--- config.mk ---
export PLATFORM = sky130hd
export DESIGN_NAME = object_follow_wheel_speed_controller
export DESIGN_NICKNAME = d
export VERILOG_FILES = /design/src/design/ofwsc_pkg.sv /design/src/design/object_follow_wheel_speed_controller.sv
export SDC_FILE = /design/constraint.sdc
export NUM_CORES = 2
export LEC_CHECK = 0
export BUFFER_PORTS_ARGS = -buffer_cell sky130_fd_sc_hd__buf_2
export CAP_MARGIN = 20
export CORE_AREA = 2 2 352 354
export DETAILED_ROUTE_END_ITERATION = 10
export DIE_AREA = 0 0 354 356
export PLACE_DENSITY = 0.85
export SYNTH_ARGS = -nofsm -noshare
export SYNTH_HDL_FRONTEND = slang
export SYNTH_SLANG_ARGS = --single-unit
export TNS_END_PERCENT = 30
--- constraint.sdc ---
create_clock -name clk -period 14.3 [get_ports clk]
set_input_delay 2.145 -clock clk [delete_from_list [all_inputs] [get_ports clk]]
set_output_delay 2.145 -clock clk [all_outputs]
set_load 0.03 [all_outputs]
--- src/design/ofwsc_pkg.sv ---
// Shared types and constants for the object-follow wheel speed controller.
package ofwsc_pkg;

  localparam int COORD_BITS = 12;
  localparam int AREA_BITS  = 24;
  localparam int CFG_W      = 24;
  localparam int CFG_IDX_W  = 3;
  localparam int SPEED_W    = 32;

  localparam logic [0:0] OP_SAMPLE = 1'b0;
  localparam logic [0:0] OP_TICK   = 1'b1;

  typedef enum logic [CFG_IDX_W-1:0] {
    REG_MAX_VELOCITY   = 3'd0,
    REG_WHEEL_DISTANCE = 3'd1,
    REG_TARGET_AREA    = 3'd2,
    REG_DEADBAND       = 3'd3,
    REG_DETECT_AREA    = 3'd4
  } reg_idx_t;

  typedef struct packed {
    logic [0:0]            op;
    logic [COORD_BITS-1:0] obj_x;
    logic [COORD_BITS-1:0] centre_x;
    logic [AREA_BITS-1:0]  obj_area;
  } in_item_t;

  typedef struct packed {
    logic signed [SPEED_W-1:0] left_speed;
    logic signed [SPEED_W-1:0] right_speed;
  } out_item_t;

endpackage

--- src/design/object_follow_wheel_speed_controller.sv ---
// Object-follow wheel speed controller: microcoded sequencer over a divider/multiplier datapath.
// A sample item gives no result. A tick while idle gives a zero result; a tracking tick
// runs the radix-16 divider three times (twice when both errors fall in the deadband).
// One item at a time; a new item is taken while a finished result waits in the output register.
// Reset (synchronous): idle, held sample cleared, registers at their documented defaults.
module object_follow_wheel_speed_controller (
  input  logic                           clk,
  input  logic                           rst,
  input  logic                           in_valid,
  output logic                           in_ready,
  input  ofwsc_pkg::in_item_t            in_data,
  output logic                           out_valid,
  input  logic                           out_ready,
  output ofwsc_pkg::out_item_t           out_data,
  input  logic                           cfg_we,
  input  logic [ofwsc_pkg::CFG_IDX_W-1:0] cfg_addr,
  input  logic [ofwsc_pkg::CFG_W-1:0]    cfg_data
);
  import ofwsc_pkg::*;

  localparam int DVD_W    = 56;
  localparam int DSR_W    = 24;
  localparam int DIV_STEP = 4;
  localparam int DIV_ITER = DVD_W / DIV_STEP;
  localparam int CNT_W    = $clog2(DIV_ITER + 1);
  localparam int PROD_W   = 56;
  localparam int TH_W     = DVD_W + 1;
  localparam int LIN_W    = PROD_W + 3 - 16 + 1;
  localparam int SUM_W    = TH_W + 1;
  localparam int ERR_W    = (AREA_BITS > 24) ? AREA_BITS : 24;
  localparam int PC_W     = 4;

  localparam logic signed [SPEED_W-1:0] S32_MAX = 32'sh7FFF_FFFF;
  localparam logic signed [SPEED_W-1:0] S32_MIN = 32'sh8000_0000;
  localparam logic [DVD_W-1:0] Q_LIM = DVD_W'(64'h8000_0000);

  typedef enum logic [3:0] {
    U_NOP, U_LD_TH, U_DIV, U_ST_TH, U_LD_D, U_ST_D, U_CHK, U_MUL_TH,
    U_LD_H, U_ST_H, U_MUL_D, U_ST_L, U_MIX, U_ZERO
  } uop_t;

  typedef enum logic [2:0] {
    C_NEXT, C_NO_TICK, C_IDLE, C_DIV_BUSY, C_BOTH_IN, C_OUT_BUSY
  } cond_t;

  typedef struct packed {
    uop_t            uop;
    cond_t           cond;
    logic [PC_W-1:0] tgt;
    logic            last;
  } ctl_t;

  localparam logic [PC_W-1:0] PC_ZERO = 4'd15;

  function automatic ctl_t ucode(input logic [PC_W-1:0] pc_i);
    ctl_t c;
    case (pc_i)
      4'd0:    c = '{U_NOP,    C_NO_TICK,  4'd0,    1'b0};
      4'd1:    c = '{U_LD_TH,  C_IDLE,     PC_ZERO, 1'b0};
      4'd2:    c = '{U_DIV,    C_DIV_BUSY, 4'd2,    1'b0};
      4'd3:    c = '{U_ST_TH,  C_NEXT,     4'd0,    1'b0};
      4'd4:    c = '{U_LD_D,   C_NEXT,     4'd0,    1'b0};
      4'd5:    c = '{U_DIV,    C_DIV_BUSY, 4'd5,    1'b0};
      4'd6:    c = '{U_ST_D,   C_NEXT,     4'd0,    1'b0};
      4'd7:    c = '{U_CHK,    C_BOTH_IN,  PC_ZERO, 1'b0};
      4'd8:    c = '{U_MUL_TH, C_NEXT,     4'd0,    1'b0};
      4'd9:    c = '{U_LD_H,   C_NEXT,     4'd0,    1'b0};
      4'd10:   c = '{U_DIV,    C_DIV_BUSY, 4'd10,   1'b0};
      4'd11:   c = '{U_ST_H,   C_NEXT,     4'd0,    1'b0};
      4'd12:   c = '{U_MUL_D,  C_NEXT,     4'd0,    1'b0};
      4'd13:   c = '{U_ST_L,   C_NEXT,     4'd0,    1'b0};
      4'd14:   c = '{U_MIX,    C_OUT_BUSY, 4'd14,   1'b1};
      4'd15:   c = '{U_ZERO,   C_OUT_BUSY, PC_ZERO, 1'b1};
      default: c = '{U_NOP,    C_NEXT,     4'd0,    1'b1};
    endcase
    return c;
  endfunction

  function automatic logic signed [SPEED_W-1:0] sat_q(input logic [DVD_W-1:0] q,
                                                      input logic neg);
    logic signed [SPEED_W-1:0] r;
    if (neg) begin
      r = (q > Q_LIM) ? S32_MIN : -$signed(q[SPEED_W-1:0]);
    end else begin
      r = (q >= Q_LIM) ? S32_MAX : $signed(q[SPEED_W-1:0]);
    end
    return r;
  endfunction

  function automatic logic signed [SPEED_W-1:0] sat_sum(input logic signed [SUM_W-1:0] s);
    logic signed [SPEED_W-1:0] r;
    if (s > SUM_W'(S32_MAX)) begin
      r = S32_MAX;
    end else if (s < SUM_W'(S32_MIN)) begin
      r = S32_MIN;
    end else begin
      r = s[SPEED_W-1:0];
    end
    return r;
  endfunction

  // configuration and held sample
  logic [CFG_W-1:0]      max_velocity;
  logic [CFG_W-1:0]      wheel_distance;
  logic [CFG_W-1:0]      target_area;
  logic [15:0]           deadband;
  logic [CFG_W-1:0]      detect_area;
  logic                  idle_flag;
  logic [COORD_BITS-1:0] held_obj_x;
  logic [COORD_BITS-1:0] held_centre_x;
  logic [AREA_BITS-1:0]  held_area;

  // sequencer and datapath
  logic [PC_W-1:0]           pc;
  logic [PC_W-1:0]           pc_next;
  logic [DSR_W-1:0]          rem;
  logic [DVD_W-1:0]          dvd;
  logic [DSR_W-1:0]          dsr;
  logic [CNT_W-1:0]          cnt;
  logic                      div_neg;
  logic                      div_nz;
  logic                      div_dz;
  logic signed [SPEED_W-1:0] th_err;
  logic signed [SPEED_W-1:0] d_err;
  logic [PROD_W-1:0]         prod;
  logic signed [TH_W-1:0]    th_v;
  logic signed [LIN_W-1:0]   lin_v;

  ctl_t                  ctl;
  logic                  cond_hit;
  logic                  out_busy;
  logic [DSR_W-1:0]      rem_step;
  logic [DVD_W-1:0]      dvd_step;
  logic [SPEED_W-1:0]    th_mag;
  logic [SPEED_W-1:0]    d_mag;
  logic                  th_in;
  logic                  d_in;
  logic [COORD_BITS-1:0] hx_mag;
  logic [ERR_W-1:0]      area_ext;
  logic [ERR_W-1:0]      ta_ext;
  logic [ERR_W-1:0]      da_mag;
  logic [PROD_W+2:0]     p5;
  logic [SPEED_W-1:0]    mul_a;
  logic signed [SUM_W-1:0] sum_r;
  logic signed [SUM_W-1:0] sum_l;

  assign ctl      = ucode(pc);
  assign in_ready = (pc == '0);
  assign out_busy = out_valid && !out_ready;

  assign th_mag = th_err[SPEED_W-1] ? (~th_err + 1'b1) : th_err;
  assign d_mag  = d_err[SPEED_W-1] ? (~d_err + 1'b1) : d_err;
  assign th_in  = th_mag < {16'b0, deadband};
  assign d_in   = d_mag < {16'b0, deadband};

  assign hx_mag   = (held_centre_x >= held_obj_x) ? (held_centre_x - held_obj_x)
                                                  : (held_obj_x - held_centre_x);
  assign area_ext = ERR_W'(held_area);
  assign ta_ext   = ERR_W'(target_area);
  assign da_mag   = (ta_ext >= area_ext) ? (ta_ext - area_ext) : (area_ext - ta_ext);

  assign p5    = {prod, 2'b00} + (PROD_W+3)'(prod);
  assign mul_a = (ctl.uop == U_MUL_TH) ? th_mag : d_mag;
  assign sum_r = SUM_W'(th_v) + SUM_W'(lin_v);
  assign sum_l = SUM_W'(th_v) - SUM_W'(lin_v);

  always_comb begin
    logic [DSR_W:0]   t;
    logic [DSR_W-1:0] r;
    logic [DVD_W-1:0] d;
    r = rem;
    d = dvd;
    for (int i = 0; i < DIV_STEP; i++) begin
      t = {r, d[DVD_W-1]};
      d = {d[DVD_W-2:0], 1'b0};
      if (t >= {1'b0, dsr}) begin
        t    = t - {1'b0, dsr};
        d[0] = 1'b1;
      end
      r = t[DSR_W-1:0];
    end
    rem_step = r;
    dvd_step = d;
  end

  always_comb begin
    case (ctl.cond)
      C_NEXT:     cond_hit = 1'b0;
      C_NO_TICK:  cond_hit = !(in_valid && in_data.op == OP_TICK);
      C_IDLE:     cond_hit = idle_flag;
      C_DIV_BUSY: cond_hit = (cnt != CNT_W'(1));
      C_BOTH_IN:  cond_hit = th_in && d_in;
      C_OUT_BUSY: cond_hit = out_busy;
      default:    cond_hit = 1'b0;
    endcase
    if (cond_hit) begin
      pc_next = ctl.tgt;
    end else if (ctl.last) begin
      pc_next = '0;
    end else begin
      pc_next = pc + 1'b1;
    end
  end

  always_ff @(posedge clk) begin
    if (rst) begin
      pc             <= '0;
      cnt            <= '0;
      out_valid      <= 1'b0;
      idle_flag      <= 1'b1;
      held_obj_x     <= '0;
      held_centre_x  <= '0;
      held_area      <= '0;
      max_velocity   <= CFG_W'(65536);
      wheel_distance <= CFG_W'(13107);
      target_area    <= CFG_W'(10000);
      deadband       <= 16'd6554;
      detect_area    <= CFG_W'(500);
    end else begin
      pc <= pc_next;

      if (cfg_we) begin
        case (cfg_addr)
          REG_MAX_VELOCITY:   max_velocity   <= cfg_data;
          REG_WHEEL_DISTANCE: wheel_distance <= cfg_data;
          REG_TARGET_AREA:    target_area    <= cfg_data;
          REG_DEADBAND:       deadband       <= cfg_data[15:0];
          REG_DETECT_AREA:    detect_area    <= cfg_data;
          default: ;
        endcase
      end

      if (in_valid && in_ready && in_data.op == OP_SAMPLE) begin
        if (ERR_W'(in_data.obj_area) > ERR_W'(detect_area)) begin
          idle_flag     <= 1'b0;
          held_obj_x    <= in_data.obj_x;
          held_centre_x <= in_data.centre_x;
          held_area     <= in_data.obj_area;
        end else begin
          idle_flag <= 1'b1;
        end
      end

      if (out_valid && out_ready && !(ctl.uop inside {U_MIX, U_ZERO})) begin
        out_valid <= 1'b0;
      end

      case (ctl.uop)
        U_LD_TH: begin
          dvd     <= DVD_W'({hx_mag, 16'b0});
          dsr     <= DSR_W'(held_centre_x);
          rem     <= '0;
          cnt     <= CNT_W'(DIV_ITER);
          div_neg <= held_obj_x > held_centre_x;
          div_nz  <= held_obj_x != held_centre_x;
          div_dz  <= held_centre_x == '0;
        end
        U_LD_D: begin
          dvd     <= DVD_W'({da_mag, 16'b0});
          dsr     <= target_area;
          rem     <= '0;
          cnt     <= CNT_W'(DIV_ITER);
          div_neg <= area_ext > ta_ext;
          div_nz  <= area_ext != ta_ext;
          div_dz  <= target_area == '0;
        end
        U_LD_H: begin
          dvd     <= {prod[DVD_W-2:0], 1'b0};
          dsr     <= wheel_distance;
          rem     <= '0;
          cnt     <= CNT_W'(DIV_ITER);
          div_neg <= th_err[SPEED_W-1];
          div_nz  <= prod != '0;
          div_dz  <= wheel_distance == '0;
        end
        U_DIV: begin
          if (cnt != '0) begin
            rem <= rem_step;
            dvd <= dvd_step;
            cnt <= cnt - 1'b1;
          end
        end
        U_ST_TH: begin
          if (div_dz) begin
            th_err <= div_nz ? (div_neg ? S32_MIN : S32_MAX) : '0;
          end else begin
            th_err <= sat_q(dvd, div_neg);
          end
        end
        U_ST_D: begin
          if (div_dz) begin
            d_err <= div_nz ? (div_neg ? S32_MIN : S32_MAX) : '0;
          end else begin
            d_err <= sat_q(dvd, div_neg);
          end
        end
        U_CHK: begin
          if (th_in && d_in) begin
            idle_flag <= 1'b1;
          end
        end
        U_MUL_TH, U_MUL_D: begin
          prod <= PROD_W'(mul_a) * PROD_W'(max_velocity);
        end
        U_ST_H: begin
          if (th_in) begin
            th_v <= '0;
          end else if (div_dz) begin
            th_v <= div_nz ? (div_neg ? TH_W'(S32_MIN) : TH_W'(S32_MAX)) : '0;
          end else begin
            th_v <= div_neg ? -$signed({1'b0, dvd}) : $signed({1'b0, dvd});
          end
        end
        U_ST_L: begin
          if (d_in) begin
            lin_v <= '0;
          end else begin
            lin_v <= d_err[SPEED_W-1] ? -$signed({1'b0, p5[PROD_W+2:16]})
                                      : $signed({1'b0, p5[PROD_W+2:16]});
          end
        end
        U_MIX: begin
          if (!out_busy) begin
            out_data.right_speed <= sat_sum(sum_r);
            out_data.left_speed  <= sat_sum(sum_l);
            out_valid            <= 1'b1;
          end
        end
        U_ZERO: begin
          if (!out_busy) begin
            out_data.right_speed <= '0;
            out_data.left_speed  <= '0;
            out_valid            <= 1'b1;
          end
        end
        default: ;
      endcase
    end
  end

endmodule

==> impl_results.rst <==
.. list-table::
   :header-rows: 1

   * - Metric
     - Value
   * - Status
     - finished clean
   * - Startpoint class of the critical path
     - flip-flop
   * - DRT antenna net count
     - 0
   * - Leading cell types in the layout, fill and taps excluded
     - nand2_1 (1104), inv_1 (1050), fa_1 (668)
   * - Proportion of synthesized chip area in sequential cells
     - 21.11%
   * - # IOs
     - 147
   * - Yosys warning count
     - 0
   * - Remaining global-route overflow
     - 0
   * - Sum of negative setup slack
     - 0 ps
   * - Standard cell area after detailed placement
     - 75020 um2
   * - Clk Latency, worst-skew pair
     - 750 ps
   * - Fraction of final layout cells sized beyond drive strength 1
     - 5.710%
   * - Leading area contributor after synthesis
     - fa_1
   * - Number of inserted filler cells in the final layout
     - 10100
   * - Class of the most critical setup path
     - reg2reg
   * - Leakage dissipation
     - 0.03359 uW
   * - CTS Buffer Depth
     - 3
   * - Clock slew at reported path FFs
     - 60 ps
   * - GR Layer Usage met1
     - 47.49%
   * - Max Clk Rate
     - 0.07732 GHz
   * - Die Area
     - 126000 um2
   * - Number of nets in the final layout
     - 9812
   * - Number of design-rule violations left by the first detailed-router iteration
     - 8234
   * - Max-cap violations
     - 0
   * - Number of clock sinks
     - 574
   * - Fraction of the cycle the final worst path needs
     - 90.44%
   * - Hold Buf Count CTS
     - 0
   * - Estimated wirelength of the detail-placed design
     - 181.5 mm
   * - Post-CTS Setup Repair Bufs
     - 0
   * - Relative max-transition margin
     - 25.53%
   * - CP Max Fanout
     - 24
   * - Global-route wire length before repair
     - 366.1 mm
   * - Fraction of synthesis flops using an asynchronous set or reset pin
     - 0%
   * - GR Layer Usage met2
     - 57.60%
   * - Antenna violations before repair
     - 10
   * - Avg WL per Cell
     - 23.18 um
   * - Most frequently used flop master after synthesis
     - edfxtp_1
   * - Maximum ir drop on the vdd rail
     - 0.8278 mV
   * - Cell types occupying the most area after synthesis
     - fa_1 (18%), edfxtp_1 (16%), ha_1 (10%)
   * - Vias post-DR
     - 65490
   * - Syn Nets
     - 9955
   * - Flops & latches, synth
     - 574
   * - Chip width
     - 354 um
   * - Clock root buffer
     - clkbuf_16
   * - Via density per instance
     - 6.441
   * - Cell area after layout
     - 77190 um2
   * - Area of the placeable core
     - 122700 um2
   * - Routing usage on met3
     - 7.273%
   * - CTS Buf Count
     - 61
   * - Final Hold Vio Count
     - 0
   * - Unrepaired setup endpoints after global routing
     - no
   * - TritonCTS clock tree
     - built
   * - Gate count after technology mapping
     - 8621
   * - Synthesized area divided by synthesized cell count
     - 8.471 um2
   * - Pre-antenna DRT Iters
     - 8
   * - Hold Crit Class
     - reg2reg
   * - Slowest cell delay on critical path
     - 610 ps
   * - Via count of the first global-routing pass
     - 65090
   * - Overall die height
     - 356 um
   * - Setup-failing EPs final
     - 0
   * - Starting utilization of the core area
     - 59.54%
   * - Cell Pwr Density
     - 240.0 nW/um2
   * - EDFF count, synth
     - 392
   * - Pin count of the biggest net entering global routing
     - 90
   * - CP Capture Type
     - flip-flop
   * - Synth cell types
     - 104
   * - Worst clock skew
     - 101.3 ps
   * - Gr usage total
     - 36.94%
   * - Clock period minus final worst setup slack
     - 12930 ps
   * - Remaining DRCs
     - 0
   * - Most utilized layer in the global route result
     - met2
   * - Post-detailed-routing wire length
     - 235.7 mm
   * - Most frequent cell on the critical path
     - a21oi_1
   * - Most frequent standard cell in the layout excluding fill and tap cells
     - nand2_1
   * - Top-area cell type share of the netlist area
     - 18.31%
   * - Required time at the endpoint of the critical path
     - 14690 ps
   * - Max-slew violations
     - 0
   * - Area overhead of the layout relative to synthesis
     - 5.688%
   * - Mapped Area
     - 73030 um2
   * - Routability Congestion
     - 1.012
   * - Num rows
     - 129
   * - Slew at the pin closest to its max-slew limit
     - 1108 ps
   * - Slowest cell on crit path
     - o41ai_1
   * - Quantity of I/O buffers inserted on ports
     - 146
   * - Endpoint arrival time on the critical path
     - 13330 ps
   * - H-tree levels
     - 2
## final timing paths
check                                      from              end  slack (ps)  cells past startpoint
worst max-delay path                     dsr[1]          rem[21]        1370                     45
worst min-delay path            detect_area[20]  detect_area[20]         460                      2
worst max register to register           dsr[1]          rem[21]        1370                     45
worst min register to register  detect_area[20]  detect_area[20]         460                      2
## cells by family after synthesis
family | after synthesis | share of synthesized area, %
mux | 128 | 1.787
fa+ha+maj | 1253 | 28.33
xor+xnor | 404 | 4.845
simple gates | 2792 | 18.65
flops | 574 | 21.11
compound gates | 1966 | 17.51
buf+inv | 1504 | 7.763
## critical path, delay by kind of cell, from the launching register on
family                   cells  cell delay (ps)
AO/OA/AOI/OAI               30             8410
adder cells (fa/ha/maj)      4             1370
buffers and inverters        4              980
flip-flops                   1              460
AND/OR/NAND/NOR              7             1420
## metal layers
metal	wire length, um	share of wire [%]
met1	89830	38
met5	34	0.014
met3	25300	11
met2	103500	44
met4	17050	7.2
## stage by stage
step,util (%),std cells,hold slack (ps),setup WS [ps],power (uW)
2_1_floorplan,-,8621,436.3,2674,12800
3_3_place_gp,61.15,10050,442.1,1315,16200
3_5_place_dp,61.15,10050,447.2,1103,16490
4_1_cts,62.87,10160,455.6,1055,18230
5_1_grt,62.92,10170,477.1,316.0,19910
6_report,62.92,10170,456.9,1367,18530
## cells in the mapped netlist, types with 18 or more instances
library cell / n
a21o_1: 160
o21bai_1: 59
a221oi_1: 18
a31oi_1: 57
a21boi_0: 18
a211oi_1: 116
nand3_1: 130
o41ai_1: 24
fa_1: 668
xor2_1: 138
xnor2_1: 266
o21ai_0: 440
a22o_1: 28
clkbuf_1: 404
nand2b_1: 63
and3_1: 47
and2_1: 410
o31ai_1: 86
or4_1: 26
nor2b_1: 47
a211o_1: 25
o21a_1: 53
a2111oi_0: 18
nand2_1: 1105
nor2_1: 432
a21oi_1: 526
mux2i_1: 109
inv_1: 1050
dfxtp_1: 182
a22oi_1: 33
nor4_1: 82
o211ai_1: 93
ha_1: 585
or2_2: 38
edfxtp_1: 392
nand4_1: 127
or3_1: 71
nor3_1: 119
o31a_1: 18
buf_1: 32
mux2_2: 18
nor3b_1: 29
## what timing repair did
action,4_1_cts,5_1_grt
endpoints found under the setup margin,0,1
hold endpoints to repair,0,0
resized for setup,0,1
## registers in the layout, indices dropped and copies added (netlist names), 24 cells and up
register        cells
th_err             32
wheel_distance     24
max_velocity       24
detect_area        24
dsr                24
dvd                56
lin_v              44
prod               56
d_err              32
rem                24
area_ext           24
out_data           64
th_v               57
ta_ext             24
## power by group
| part | internal [uW] | switching, uW | total [uW] |
|---|---|---|---|
| logic | 5520 | 8880 | 14400 |
| registers | 2190 | 249 | 2440 |
| clock network | 940 | 744 | 1680 |
| total | 8660 | 9870 | 18500 |
## area by class of cell
class | count | area [um2] | share of cell area [%]
Timing Repair Buffer | 242 | 1489 | 1.929
Clock buffer | 79 | 1667 | 2.159
Sequential cell | 574 | 15420 | 19.98
Antenna cell | 3 | 7.507 | 0.009726
Inverter | 1056 | 3966 | 5.139
Clock inverter | 35 | 431.7 | 0.5593
Multi-Input combinational cell | 6543 | 52150 | 67.57
Tap cell | 1637 | 2048 | 2.654
Power figures use the tool's default switching activity.
